### config.mk
export PLATFORM = sky130hd
export DESIGN_NAME = averaging_hysteresis_thermostat_unit
export DESIGN_NICKNAME = d
export VERILOG_FILES = /design/src/rtl/aht_pkg.sv /design/src/rtl/averaging_hysteresis_thermostat_unit.sv /design/src/rtl/aht_div.sv /design/src/rtl/aht_dpath.sv /design/src/rtl/aht_ctrl.sv
export SDC_FILE = /design/constraint.sdc
export NUM_CORES = 1
export LEC_CHECK = 0
export BUFFER_PORTS_ARGS = -buffer_cell sky130_fd_sc_hd__buf_2
export CORE_UTILIZATION = 40
export CTS_CLUSTER_DIAMETER = 40
export CTS_CLUSTER_SIZE = 24
export DETAILED_ROUTE_END_ITERATION = 10
export GPL_ROUTABILITY_DRIVEN = 0
export GPL_TIMING_DRIVEN = 0
export PLACE_DENSITY = 0.56
export SLEW_MARGIN = 20
export SYNTH_ARGS = -nofsm -noshare
export SYNTH_HDL_FRONTEND = slang
export SYNTH_SLANG_ARGS = --single-unit
export TNS_END_PERCENT = 1
### constraint.sdc
create_clock -name clk -period 7.8 [get_ports clk]
set_input_delay 1.95 -clock clk [delete_from_list [all_inputs] [get_ports clk]]
set_output_delay 1.95 -clock clk [all_outputs]
set_load 0.005 [all_outputs]
### src/rtl/aht_pkg.sv
package aht_pkg;

  localparam int SAMPLE_W   = 18;
  localparam int TEMP_W     = 12;
  localparam int CAL_W      = 10;
  localparam int NREADS_W   = 5;
  localparam int DUR_W      = 32;
  localparam int INTERVAL_W = 32;
  localparam int EVENT_W    = 2;
  localparam int REG_IDX_W  = 3;
  localparam int CFG_DATA_W = 32;
  localparam int IN_DATA_W  = 24;
  localparam int OUT_DATA_W = 48;

  localparam logic [EVENT_W-1:0] EV_NONE = 2'd0;
  localparam logic [EVENT_W-1:0] EV_OFF  = 2'd1;
  localparam logic [EVENT_W-1:0] EV_ON   = 2'd2;

  localparam logic [REG_IDX_W-1:0] REG_NUM_READS     = 3'd0;
  localparam logic [REG_IDX_W-1:0] REG_MIN_TEMP      = 3'd1;
  localparam logic [REG_IDX_W-1:0] REG_MAX_TEMP      = 3'd2;
  localparam logic [REG_IDX_W-1:0] REG_CALIBRATION   = 3'd3;
  localparam logic [REG_IDX_W-1:0] REG_SAVE_INTERVAL = 3'd4;

  localparam logic [NREADS_W-1:0]   NUM_READS_RST     = 5'd4;
  localparam logic [NREADS_W-1:0]   NUM_READS_DFLT    = 5'd4;
  localparam logic [TEMP_W-1:0]     MIN_TEMP_RST      = 12'd180;
  localparam logic [TEMP_W-1:0]     MAX_TEMP_RST      = 12'd220;
  localparam logic [CAL_W-1:0]      CAL_RST           = 10'd0;
  localparam logic [INTERVAL_W-1:0] SAVE_INTERVAL_RST = 32'd600;

  localparam int DIV_SCALE = 100;

  typedef struct packed {
    logic tick_en;
    logic read_en;
    logic div_start;
    logic fin_load;
  } aht_cmd_t;

  typedef struct packed {
    logic meas_done;
    logic div_done;
  } aht_sts_t;

endpackage

### src/rtl/averaging_hysteresis_thermostat_unit.sv
// channel | dir | handshake               | payload
// in_     | in  | in_tvalid / in_tready   | tdata: sample_value; tuser: cmd
// out_    | out | out_tvalid / out_tready | tdata: temperature .. save_due
// cfg_    | in  | cfg_valid / cfg_ready   | cfg_index, cfg_data
//
// Ticks and readings that do not complete a measurement leave the unit idle and ready.
// A completing reading goes through the load, divide and finish steps; the divide
// is the one-bit-per-cycle restoring divider over the sum magnitude.
// Synchronous active-low reset; no clearing pass. Config is always ready.
// A result waits in the output register; input is not ready during the divide,
// and stays stalled in the finish step while the previous result is still held.
module averaging_hysteresis_thermostat_unit #(
  parameter int MAX_READS  = 16,
  parameter int TICK_WIDTH = 32
) (
  input  logic                             clk,
  input  logic                             rst_n,
  input  logic                             in_tvalid,
  output logic                             in_tready,
  input  logic [aht_pkg::IN_DATA_W-1:0]    in_tdata,   // [17:0] sample_value
  input  logic                             in_tuser,   // [0] cmd
  output logic                             out_tvalid,
  input  logic                             out_tready,
  // [11:0] temperature, [12] relay_on, [14:13] switch_event,
  // [46:15] previous_duration, [47] save_due
  output logic [aht_pkg::OUT_DATA_W-1:0]   out_tdata,
  input  logic                             cfg_valid,
  output logic                             cfg_ready,
  input  logic [aht_pkg::REG_IDX_W-1:0]    cfg_index,
  input  logic [aht_pkg::CFG_DATA_W-1:0]   cfg_data
);
  import aht_pkg::*;

  aht_cmd_t cmd;
  aht_sts_t sts;

  assign cfg_ready = 1'b1;

  aht_ctrl u_ctrl (
    .clk        (clk),
    .rst_n      (rst_n),
    .in_tvalid  (in_tvalid),
    .in_tready  (in_tready),
    .in_cmd     (in_tuser),
    .out_tvalid (out_tvalid),
    .out_tready (out_tready),
    .cmd        (cmd),
    .sts        (sts)
  );

  aht_dpath #(
    .MAX_READS  (MAX_READS),
    .TICK_WIDTH (TICK_WIDTH)
  ) u_dpath (
    .clk          (clk),
    .rst_n        (rst_n),
    .cmd          (cmd),
    .sts          (sts),
    .sample_value ($signed(in_tdata[SAMPLE_W-1:0])),
    .cfg_we       (cfg_valid && cfg_ready),
    .cfg_index    (cfg_index),
    .cfg_data     (cfg_data),
    .out_data     (out_tdata)
  );

endmodule

### src/rtl/aht_div.sv
module aht_div #(
  parameter int NUM_W = 23,
  parameter int DEN_W = 11
) (
  input  logic             clk,
  input  logic             rst_n,
  input  logic             start,
  input  logic [NUM_W-1:0] dividend,
  input  logic [DEN_W-1:0] divisor,
  output logic             done,
  output logic [NUM_W-1:0] quotient
);

  localparam int CNT_W = $clog2(NUM_W + 1);

  logic             busy_r, busy_nxt;
  logic             done_r, done_nxt;
  logic [CNT_W-1:0] cnt_r, cnt_nxt;
  logic [DEN_W-1:0] den_r, den_nxt;
  logic [DEN_W-1:0] rem_r, rem_nxt;
  logic [NUM_W-1:0] quo_r, quo_nxt;
  logic [DEN_W:0]   shifted;
  logic [DEN_W:0]   diff;
  logic             fits;

  assign shifted = {rem_r, quo_r[NUM_W-1]};
  assign diff    = shifted - {1'b0, den_r};
  assign fits    = (shifted >= {1'b0, den_r});

  always_comb begin
    busy_nxt = busy_r;
    done_nxt = 1'b0;
    cnt_nxt  = cnt_r;
    den_nxt  = den_r;
    rem_nxt  = rem_r;
    quo_nxt  = quo_r;
    if (start) begin
      busy_nxt = 1'b1;
      cnt_nxt  = CNT_W'(NUM_W);
      den_nxt  = divisor;
      rem_nxt  = '0;
      quo_nxt  = dividend;
    end else if (busy_r) begin
      rem_nxt = fits ? diff[DEN_W-1:0] : shifted[DEN_W-1:0];
      quo_nxt = {quo_r[NUM_W-2:0], fits};
      cnt_nxt = cnt_r - 1'b1;
      if (cnt_r == CNT_W'(1)) begin
        busy_nxt = 1'b0;
        done_nxt = 1'b1;
      end
    end
  end

  always_ff @(posedge clk) begin
    if (!rst_n) begin
      busy_r <= 1'b0;
      done_r <= 1'b0;
      cnt_r  <= '0;
    end else begin
      busy_r <= busy_nxt;
      done_r <= done_nxt;
      cnt_r  <= cnt_nxt;
    end
    den_r <= den_nxt;
    rem_r <= rem_nxt;
    quo_r <= quo_nxt;
  end

  assign done     = done_r;
  assign quotient = quo_r;

endmodule

### src/rtl/aht_dpath.sv
module aht_dpath #(
  parameter int MAX_READS  = 16,
  parameter int TICK_WIDTH = 32
) (
  input  logic                                 clk,
  input  logic                                 rst_n,
  input  aht_pkg::aht_cmd_t                    cmd,
  output aht_pkg::aht_sts_t                    sts,
  input  logic signed [aht_pkg::SAMPLE_W-1:0]  sample_value,
  input  logic                                 cfg_we,
  input  logic [aht_pkg::REG_IDX_W-1:0]        cfg_index,
  input  logic [aht_pkg::CFG_DATA_W-1:0]       cfg_data,
  output logic [aht_pkg::OUT_DATA_W-1:0]       out_data
);
  import aht_pkg::*;

  localparam int NW = $clog2(MAX_READS + 1);
  localparam int SW = SAMPLE_W + $clog2(MAX_READS) + 1;
  localparam int DW = $clog2(DIV_SCALE * MAX_READS + 1);
  localparam int TW = SW + 1;

  logic [NREADS_W-1:0]   num_reads_r;
  logic [TEMP_W-1:0]     min_temp_r;
  logic [TEMP_W-1:0]     max_temp_r;
  logic [CAL_W-1:0]      cal_r;
  logic [INTERVAL_W-1:0] save_interval_r;

  logic signed [SW-1:0]  sum_r, sum_nxt;
  logic [NW-1:0]         count_r, count_nxt;
  logic                  neg_r;
  logic                  relay_r, relay_nxt;
  logic [TICK_WIDTH-1:0] state_ticks_r, state_ticks_nxt;
  logic [TICK_WIDTH-1:0] save_ticks_r, save_ticks_nxt;
  logic [OUT_DATA_W-1:0] out_data_r, out_data_nxt;

  logic [NREADS_W-1:0]   nr_eff;
  logic [NW-1:0]         n_need;
  logic [DW-1:0]         den;
  logic [SW-1:0]         mag;
  logic [SW-1:0]         quo;
  logic signed [TW-1:0]  quo_s;
  logic signed [TW-1:0]  temp;
  logic signed [TW-1:0]  lo_x;
  logic signed [TW-1:0]  hi_x;
  logic [EVENT_W-1:0]    event_c;
  logic [63:0]           st64;
  logic [DUR_W-1:0]      dur;
  logic                  save_c;
  logic                  div_done;

  // readings needed per measurement, and the divisor scaled by DIV_SCALE
  always_comb begin
    nr_eff = (num_reads_r == '0) ? NUM_READS_DFLT : num_reads_r;
    if (32'(nr_eff) > 32'(MAX_READS)) begin
      n_need = NW'(MAX_READS);
    end else begin
      n_need = NW'(nr_eff);
    end
    den = DW'(32'(n_need) * DIV_SCALE);
  end

  assign sum_nxt       = sum_r + {{(SW-SAMPLE_W){sample_value[SAMPLE_W-1]}}, sample_value};
  assign count_nxt     = count_r + 1'b1;
  assign sts.meas_done = ({1'b0, count_r} + 1'b1) >= {1'b0, n_need};
  assign sts.div_done  = div_done;
  assign mag           = sum_r[SW-1] ? SW'(-sum_r) : SW'(sum_r);

  aht_div #(
    .NUM_W (SW),
    .DEN_W (DW)
  ) u_div (
    .clk      (clk),
    .rst_n    (rst_n),
    .start    (cmd.div_start),
    .dividend (mag),
    .divisor  (den),
    .done     (div_done),
    .quotient (quo)
  );

  // result, hysteresis and tick bookkeeping
  always_comb begin
    quo_s   = $signed({1'b0, quo});
    temp    = (neg_r ? -quo_s : quo_s) + {{(TW-CAL_W){cal_r[CAL_W-1]}}, cal_r};
    lo_x    = {{(TW-TEMP_W){min_temp_r[TEMP_W-1]}}, min_temp_r};
    hi_x    = {{(TW-TEMP_W){max_temp_r[TEMP_W-1]}}, max_temp_r};
    event_c = EV_NONE;
    relay_nxt = relay_r;
    if ((temp > hi_x) && relay_r) begin
      event_c = EV_OFF;
    end else if ((temp < lo_x) && !relay_r) begin
      event_c = EV_ON;
    end
    st64   = 64'(state_ticks_r);
    dur    = (event_c == EV_NONE) ? '0 :
             (st64 > 64'h0000_0000_FFFF_FFFF) ? '1 : st64[DUR_W-1:0];
    save_c = 64'(save_ticks_r) > 64'(save_interval_r);

    state_ticks_nxt = state_ticks_r;
    save_ticks_nxt  = save_ticks_r;
    out_data_nxt    = out_data_r;
    if (cmd.tick_en) begin
      if (state_ticks_r != '1) state_ticks_nxt = state_ticks_r + 1'b1;
      if (save_ticks_r != '1) save_ticks_nxt = save_ticks_r + 1'b1;
    end
    if (cmd.fin_load) begin
      if (event_c != EV_NONE) begin
        relay_nxt       = (event_c == EV_ON);
        state_ticks_nxt = '0;
      end
      if (save_c) save_ticks_nxt = '0;
      out_data_nxt = {save_c, dur, event_c, relay_nxt, temp[TEMP_W-1:0]};
    end
  end

  always_ff @(posedge clk) begin
    if (!rst_n) begin
      num_reads_r     <= NUM_READS_RST;
      min_temp_r      <= MIN_TEMP_RST;
      max_temp_r      <= MAX_TEMP_RST;
      cal_r           <= CAL_RST;
      save_interval_r <= SAVE_INTERVAL_RST;
      sum_r           <= '0;
      count_r         <= '0;
      relay_r         <= 1'b0;
      state_ticks_r   <= '0;
      save_ticks_r    <= '0;
    end else begin
      if (cfg_we) begin
        case (cfg_index)
          REG_NUM_READS:     num_reads_r     <= cfg_data[NREADS_W-1:0];
          REG_MIN_TEMP:      min_temp_r      <= cfg_data[TEMP_W-1:0];
          REG_MAX_TEMP:      max_temp_r      <= cfg_data[TEMP_W-1:0];
          REG_CALIBRATION:   cal_r           <= cfg_data[CAL_W-1:0];
          REG_SAVE_INTERVAL: save_interval_r <= cfg_data[INTERVAL_W-1:0];
          default: ;
        endcase
      end
      if (cmd.read_en) begin
        sum_r   <= sum_nxt;
        count_r <= count_nxt;
      end else if (cmd.div_start) begin
        sum_r   <= '0;
        count_r <= '0;
      end
      relay_r       <= relay_nxt;
      state_ticks_r <= state_ticks_nxt;
      save_ticks_r  <= save_ticks_nxt;
    end
    if (cmd.div_start) neg_r <= sum_r[SW-1];
    out_data_r <= out_data_nxt;
  end

  assign out_data = out_data_r;

`ifndef SYNTHESIS
  a_relay_only_on_result: assert property (@(posedge clk) disable iff (!rst_n)
    (relay_r != $past(relay_r)) |-> $past(cmd.fin_load))
    else $error("relay changed without a measurement");
  a_count_bound: assert property (@(posedge clk) disable iff (!rst_n)
    count_r <= NW'(MAX_READS))
    else $error("reading count beyond limit");
  a_switch_clears_ticks: assert property (@(posedge clk) disable iff (!rst_n)
    (cmd.fin_load && (event_c != EV_NONE)) |=> (state_ticks_r == '0))
    else $error("state ticks not cleared on switch");
  a_start_clears_acc: assert property (@(posedge clk) disable iff (!rst_n)
    cmd.div_start |=> ((count_r == '0) && (sum_r == '0)))
    else $error("accumulator not cleared at divide start");
`endif

endmodule

### src/rtl/aht_ctrl.sv
module aht_ctrl (
  input  logic              clk,
  input  logic              rst_n,
  input  logic              in_tvalid,
  output logic              in_tready,
  input  logic              in_cmd,
  output logic              out_tvalid,
  input  logic              out_tready,
  output aht_pkg::aht_cmd_t cmd,
  input  aht_pkg::aht_sts_t sts
);
  import aht_pkg::*;

  localparam logic [1:0] S_IDLE = 2'd0;
  localparam logic [1:0] S_LOAD = 2'd1;
  localparam logic [1:0] S_DIV  = 2'd2;
  localparam logic [1:0] S_FIN  = 2'd3;

  logic [1:0] state_r, state_nxt;
  logic       ovalid_r, ovalid_nxt;
  logic       acc;

  assign in_tready = (state_r == S_IDLE);
  assign acc       = in_tvalid && in_tready;

  always_comb begin
    state_nxt     = state_r;
    cmd.tick_en   = acc && in_cmd;
    cmd.read_en   = acc && !in_cmd;
    cmd.div_start = 1'b0;
    cmd.fin_load  = 1'b0;
    case (state_r)
      S_IDLE: begin
        if (acc && !in_cmd && sts.meas_done) state_nxt = S_LOAD;
      end
      S_LOAD: begin
        cmd.div_start = 1'b1;
        state_nxt     = S_DIV;
      end
      S_DIV: begin
        if (sts.div_done) state_nxt = S_FIN;
      end
      S_FIN: begin
        if (!ovalid_r || out_tready) begin
          cmd.fin_load = 1'b1;
          state_nxt    = S_IDLE;
        end
      end
      default: state_nxt = S_IDLE;
    endcase
    ovalid_nxt = cmd.fin_load ? 1'b1 : (out_tready ? 1'b0 : ovalid_r);
  end

  always_ff @(posedge clk) begin
    if (!rst_n) begin
      state_r  <= S_IDLE;
      ovalid_r <= 1'b0;
    end else begin
      state_r  <= state_nxt;
      ovalid_r <= ovalid_nxt;
    end
  end

  assign out_tvalid = ovalid_r;

`ifndef SYNTHESIS
  a_div_to_fin: assert property (@(posedge clk) disable iff (!rst_n)
    ((state_r == S_DIV) && sts.div_done) |=> (state_r == S_FIN))
    else $error("divide done not followed by finish");
  a_no_overwrite: assert property (@(posedge clk) disable iff (!rst_n)
    cmd.fin_load |-> (!ovalid_r || out_tready))
    else $error("pending result overwritten");
  a_load_from_idle: assert property (@(posedge clk) disable iff (!rst_n)
    (state_r == S_LOAD) |-> ($past(state_r) == S_IDLE))
    else $error("divide load not entered from idle");
`endif

endmodule

==> impl_metrics.json, run 1 <==
{
  "status": "finished, final reports clean",
  "critPathMaxFanout": 10,
  "synth_edf_count": 81,
  "synth_top_area_cell": "dfxtp_1",
  "clk_latency_ns": 0.56,
  "first_pass_iters": 5,
  "areaGrowthSynthToFinish_pct": 17.0,
  "worst_slack_ns": 0.618,
  "relSlewSlack": 0.369,
  "synth_area_sq_um": 16100,
  "rsz0062_at_grt": "no",
  "path_clk_slew_ns": 0.05,
  "seq_area_frac_synth": 0.381,
  "cts_resized": 0,
  "core_area_sq_um": 39700,
  "grt_pass1_vias": 13000,
  "viasPerCell": 5.23,
  "grt_util_all_layers": 0.202,
  "total_power_uw": 4800,
  "timing.final.crit_share": 0.921,
  "drive_above_1_share": 0.102,
  "clkSinkCount": 266,
  "power.density_nw_per_um2": 254,
  "maxCapViolCount": 0,
  "worst_pin_slew_ns": 0.944,
  "hold_viol": 0,
  "avgSynthCellArea_sq_um": 8.78,
  "arrival_ns": 7.61,
  "dpl_cell_area_sq_um": 17400,
  "placed_cells_incl_taps": 2469,
  "ant_nets": 0,
  "yosysUniqueCellTypes": 70,
  "netlist_top_cells_area": "dfxtp_1, edfxtp_1, ha_1",
  "ctsHoldBuffers": 0,
  "dieArea_sq_um": 41100,
  "startpoint_type": "register",
  "io_buffers": 106,
  "ys_ff_latch": 266,
  "grt_overflow": 0,
  "post-place-ws_ns": 0.628,
  "fin_area_sq_um": 18900,
  "critPathCaptureType": "register",
  "synth-warning-count": 0,
  "antenna_found_initial": 0,
  "peakVddDrop_v": 0.000181,
  "cts_setup_buffers": 0,
  "drtIter0Drc": 529,
  "n_fill_cell": 3861,
  "final_nets": 2222,
  "numCtsBuffers": 44,
  "start_util": 0.406,
  "syn_inst": 1836,
  "synthesis.nets": 2068,
  "min_path_type": "register to register",
  "synth_top_area_frac": 0.230,
  "stdcell_count": 2555,
  "htreeDepth": 2,
  "synthArstFlopShare": 0,
  "setup.worst_path.class": "register to register",
  "totalWireLength_um": 41000,
  "maxSlewViolCount": 0,
  "grt_pass1_wl_um": 67200,
  "rows": 73,
  "report.final.setup_viol": 0,
  "post-route-min-period_ns": 7.18,
  "via_count": 13400,
  "avgRoutedWirePerCell_um": 16.0,
  "dp_hpwl_um": 31600,
  "max_freq_mhz": 139,
  "clockRootBuffer": "clkbuf_16",
  "final.setup.tns_ns": 0,
  "ctsLongestPathBuffers": 3,
  "die_h_um": 203,
  "grt_max_degree": 27,
  "io_pins": 116,
  "route.detailed.drc": 0,
  "cts_tree": "built",
  "fin_skew_ns": 0.0217,
  "synth_ff_type": "dfxtp_1",
  "power_leakage_uw": 0.00764,
  "critPathRequiredTime_ns": 8.23,
  "fp.dieW_um": 203
}
-- cells in the mapped netlist, types with 4 or more instances --
master,instances
a211oi_1,14
a21o_1,45
a21oi_1,160
a311oi_1,4
a31oi_1,19
and2_1,33
and3_1,26
and4_1,15
buf_1,5
clkbuf_1,64
dfxtp_1,185
edfxtp_1,81
fa_1,4
ha_1,163
inv_1,107
mux2i_1,15
nand2_1,203
nand2b_1,7
nand3_1,40
nand3b_1,6
nand4_1,41
nor2_1,137
nor2b_1,12
nor3_1,91
nor4_1,14
o211ai_1,16
o21a_1,10
o21ai_0,48
o21bai_1,13
o31ai_1,14
o41ai_1,6
or2_2,13
or3_1,10
or4_1,7
xnor2_1,105
xor2_1,51
-- registers in the layout, indices dropped and copies added (netlist names), 9 cells and up --
name and count:
u_dpath.cal_r 10, u_dpath.max_temp_r 12, u_dpath.min_temp_r 12, u_dpath.out_data 48, u_dpath.save_interval_r 32, u_dpath.save_ticks_r 32
u_dpath.state_ticks_r 32, u_dpath.sum_r 23, u_dpath.u_div.den_r 9, u_dpath.u_div.quotient 23, u_dpath.u_div.rem_r 11
-- worst paths after layout --
path | from | end | slack, ns | depth (start not counted)
max | u_dpath.u_div.quotient[0] | u_dpath.state_ticks_r[29] | 0.62 | 26
min | u_dpath.min_temp_r[11] | u_dpath.min_temp_r[11] | 0.45 | 2
max reg2reg | u_dpath.u_div.quotient[0] | u_dpath.state_ticks_r[29] | 0.62 | 26
min reg2reg | u_dpath.min_temp_r[11] | u_dpath.min_temp_r[11] | 0.45 | 2
-- report_power, final --
group          switching [uW]  internal [uW]  leakage (uW)
Sequential                109           1560       0.00231
Clock                     710           1230      0.000726
Combinational             698            493       0.00460
Total                    1520           3280       0.00764
-- routing by layer --
metal,vias to the layer above,global-route usage,wire [um],part of all wire
met2,232,0.333,18600,0.45
met3,60,0.0319,1760,0.043
met4,0,0.0524,831,0.020
met1,6193,0.275,19900,0.48
met5,-,0,0,0
li1,6882,-,-,-
-- placed cells by master (no fill, tap or decap), drive strengths merged, types with 12 or more instances in the layout --
| master | instances |
|---|---|
| a211oi | 14 |
| a21o | 45 |
| a21oi | 160 |
| a31oi | 19 |
| and2 | 34 |
| and3 | 26 |
| and4 | 15 |
| buf | 114 |
| clkbuf | 125 |
| dfxtp | 185 |
| edfxtp | 81 |
| ha | 163 |
| inv | 113 |
| mux2i | 15 |
| nand2 | 203 |
| nand3 | 40 |
| nand4 | 41 |
| nor2 | 137 |
| nor2b | 12 |
| nor3 | 91 |
| nor4 | 14 |
| o211ai | 16 |
| o21ai | 50 |
| o21bai | 13 |
| o31ai | 15 |
| or2 | 13 |
| or3 | 13 |
| xnor2 | 105 |
| xor2 | 51 |
-- worst max-delay path, stage by stage (launching register included) --
cell and delay, ns:
edfxtp_1 0.47, inv_1 0.10, ha_1 0.16, nand2b_1 0.08, or3_2 0.48, or3_1 0.40
or4_1 0.47, o21ai_0 0.24, xnor2_1 0.17, ha_1 0.33, a21o_1 0.20, a21oi_1 0.16
o21bai_1 0.08, a21o_1 0.17, a21oi_1 0.16, o31ai_1 0.12, a31oi_1 0.21, xnor2_1 0.17
ha_1 0.43, nand4_1 0.13, or2_2 0.33, nor3_1 0.37, o31a_1 0.26, o2111ai_1 0.33
a311oi_2 0.50, clkbuf_1 0.44, nor3_1 0.10
-- cells by family after synthesis --
| logic type | after synthesis | synth area share |
|---|---|---|
| AOI/OAI and AO/OA | 383 | 0.149 |
| and+or+nand+nor | 670 | 0.203 |
| buffers and inverters | 178 | 0.0417 |
| xor gates and xnor gates | 156 | 0.0847 |
| DFF | 266 | 0.381 |
| other | 1 | 0.000233 |
| muxes | 15 | 0.00931 |
| adders and majority gates | 167 | 0.131 |
-- area by class of cell --
| type | instances | area [sq um] | area share |
|---|---|---|---|
| multi-input cells | 1392 | 9320 | 0.494 |
| plain buffers | 70 | 267 | 0.0141 |
| clock inverters | 21 | 218 | 0.0115 |
| clock buffers | 61 | 1280 | 0.0678 |
| flip-flops and latches | 266 | 6140 | 0.325 |
| diodes | 4 | 10.0 | 0.000531 |
| repair buffers | 108 | 571 | 0.0302 |
| well taps | 525 | 657 | 0.0348 |
| inverters | 108 | 405 | 0.0215 |
-- per-stage QoR --
stage | hold WS, ns | util
after floorplan | 0.436 | -
after global placement | 0.444 | 0.436
after detailed placement | 0.448 | 0.437
after CTS | 0.456 | 0.475
after global routing | 0.472 | 0.475
final | 0.454 | 0.475
(Power assumes the default switching activity.)
==> inputs of run 2 (changes only) <==
--- a/config.mk
+++ b/config.mk
@@ -13,6 +13,7 @@
 export GPL_ROUTABILITY_DRIVEN = 0
 export GPL_TIMING_DRIVEN = 0
 export PLACE_DENSITY = 0.56
+export RECOVER_POWER = 100
 export SLEW_MARGIN = 20
 export SYNTH_ARGS = -nofsm -noshare
 export SYNTH_HDL_FRONTEND = slang
==> impl_metrics.json, run 2 (synthesized netlist as in run 1, its figures left out) <==
{
  "totalWireLength_um": 41000,
  "route.detailed.drc": 0,
  "fin_skew_ns": 0.0208,
  "grt_pass1_wl_um": 67200,
  "rsz0062_at_grt": "no",
  "cts_setup_buffers": 0,
  "mostFrequentLayoutCell": "nand2_1",
  "reg2reg_depth": 26,
  "rows": 73,
  "cts_resized": 0,
  "ctsLongestPathBuffers": 3,
  "ctsHoldBuffers": 0,
  "r2r-end": "u_dpath.state_ticks_r[23]",
  "peakVddDrop_v": 0.000181,
  "reg2reg_slack_ns": 0.62,
  "first_pass_iters": 5,
  "dp_hpwl_um": 31600,
  "min_path_type": "register to register",
  "maxSlewViolCount": 0,
  "clockRootBuffer": "clkbuf_16",
  "relSlewSlack": 0.0793,
  "cpPeakStageDelay_ns": 0.49,
  "setup.worst_path.class": "register to register",
  "final_nets": 2222,
  "die_h_um": 203,
  "io_pins": 116,
  "multi_input_area_sq_um": 9320,
  "grt_util_all_layers": 0.202,
  "numCtsBuffers": 44,
  "via_count": 13400,
  "drtIter0Drc": 547,
  "critPathRequiredTime_ns": 8.23,
  "areaGrowthSynthToFinish_pct": 16.6,
  "final_cell_mix": "nand2_1, dfxtp_1, ha_1",
  "startpoint_type": "register",
  "grt_pass1_vias": 13000,
  "max_freq_mhz": 139,
  "avgRoutedWirePerCell_um": 16.1,
  "whs_path_depth": 2,
  "io_buffers": 106,
  "clkSinkCount": 266,
  "clk_latency_ns": 0.56,
  "power_leakage_uw": 0.00752,
  "fp.dieW_um": 203,
  "maxCapViolCount": 0,
  "n_fill_cell": 3879,
  "use_met2": 0.333,
  "largest_register_ffs": 48,
  "grt_max_degree": 27,
  "seqCellArea_sq_um": 6140,
  "critPathCaptureType": "register",
  "r2r_start": "u_dpath.u_div.quotient[0]",
  "holdPathEnd": "u_dpath.min_temp_r[11]",
  "path_clk_slew_ns": 0.05,
  "status": "finished, final reports clean",
  "grt_use_met1": 0.275,
  "grt-busiest-layer": "met2",
  "grt_overflow": 0,
  "utilization": 0.473,
  "drive_above_1_share": 0.0898,
  "start_util": 0.406,
  "report.final.setup_viol": 0,
  "core_area_sq_um": 39700,
  "arrival_ns": 7.61,
  "critPathMaxFanout": 10,
  "total_power_uw": 4800,
  "slowest_stage": "a311oi_2",
  "hp-start": "u_dpath.min_temp_r[11]",
  "ant_nets": 0,
  "path_common_cell": "ha_1",
  "final.setup.tns_ns": 0,
  "grtUsageMet3": 0.0319,
  "hold_viol": 0,
  "power.density_nw_per_um2": 255,
  "post-route-min-period_ns": 7.18,
  "dieArea_sq_um": 41100,
  "antenna_found_initial": 0,
  "worst_pin_slew_ns": 1.38,
  "timing.final.crit_share": 0.921,
  "cts_tree": "built",
  "viasPerCell": 5.25,
  "htreeDepth": 2
}
run 2: layout make-up:
cell class / instances / share of cell area
multi-input cells: 1392 / 0.496
repair buffers: 108 / 0.0272
clock inverters: 21 / 0.0116
inverters: 108 / 0.0216
clock buffers: 61 / 0.0681
flip-flops and latches: 266 / 0.326
diodes: 2 / 0.000266
well taps: 525 / 0.0349
plain buffers: 70 / 0.0142
run 2: how the worst max path moves through the flow:
| stage | end | depth (start not counted) | start | slack (ns) |
|---|---|---|---|---|
| after global placement | u_dpath.state_ticks_r[27] | 24 | u_dpath.u_div.quotient[4] | 0.68 |
| after CTS | u_dpath.state_ticks_r[29] | 26 | u_dpath.u_div.quotient[0] | 0.60 |
| after floorplan | u_dpath.state_ticks_r[10] | 24 | u_dpath.u_div.quotient[5] | 1.80 |
| final | u_dpath.state_ticks_r[23] | 26 | u_dpath.u_div.quotient[0] | 0.62 |
| after detailed placement | u_dpath.state_ticks_r[21] | 24 | u_dpath.u_div.quotient[4] | 0.63 |
| after global routing | u_dpath.state_ticks_r[23] | 26 | u_dpath.u_div.quotient[0] | 0.12 |
run 2: where the power goes:
| group | switching, uW | total (uW) | internal (uW) |
|---|---|---|---|
| clock | 708 | 1940 | 1230 |
| sequential | 109 | 1670 | 1560 |
| combinational | 698 | 1190 | 493 |
run 2: critical path: cells and delay by family (launching register included):
kind	cells	cell delay (ns)
adder cells (fa/ha/maj)	3	0.92
AO/OA/AOI/OAI	11	2.41
flip-flops	1	0.47
XOR/XNOR	2	0.34
AND/OR/NAND/NOR	8	2.36
buffers and inverters	2	0.54
run 2: through the flow:
stage	hold slack [ns]	setup WS, ns	instance area (sq um)	instances
2_1_floorplan	0.436	1.80	16100	1836
3_3_place_gp	0.444	0.684	17300	2467
3_5_place_dp	0.448	0.628	17400	2469
4_1_cts	0.456	0.602	18900	2551
5_1_grt	0.472	0.120	18800	2551
6_report	0.453	0.620	18800	2553
run 2: layer usage:
metal	part of all wire	up-vias
met4	0.021	0
met3	0.042	63
met5	0	-
met1	0.48	6228
li1	-	6888
met2	0.45	233
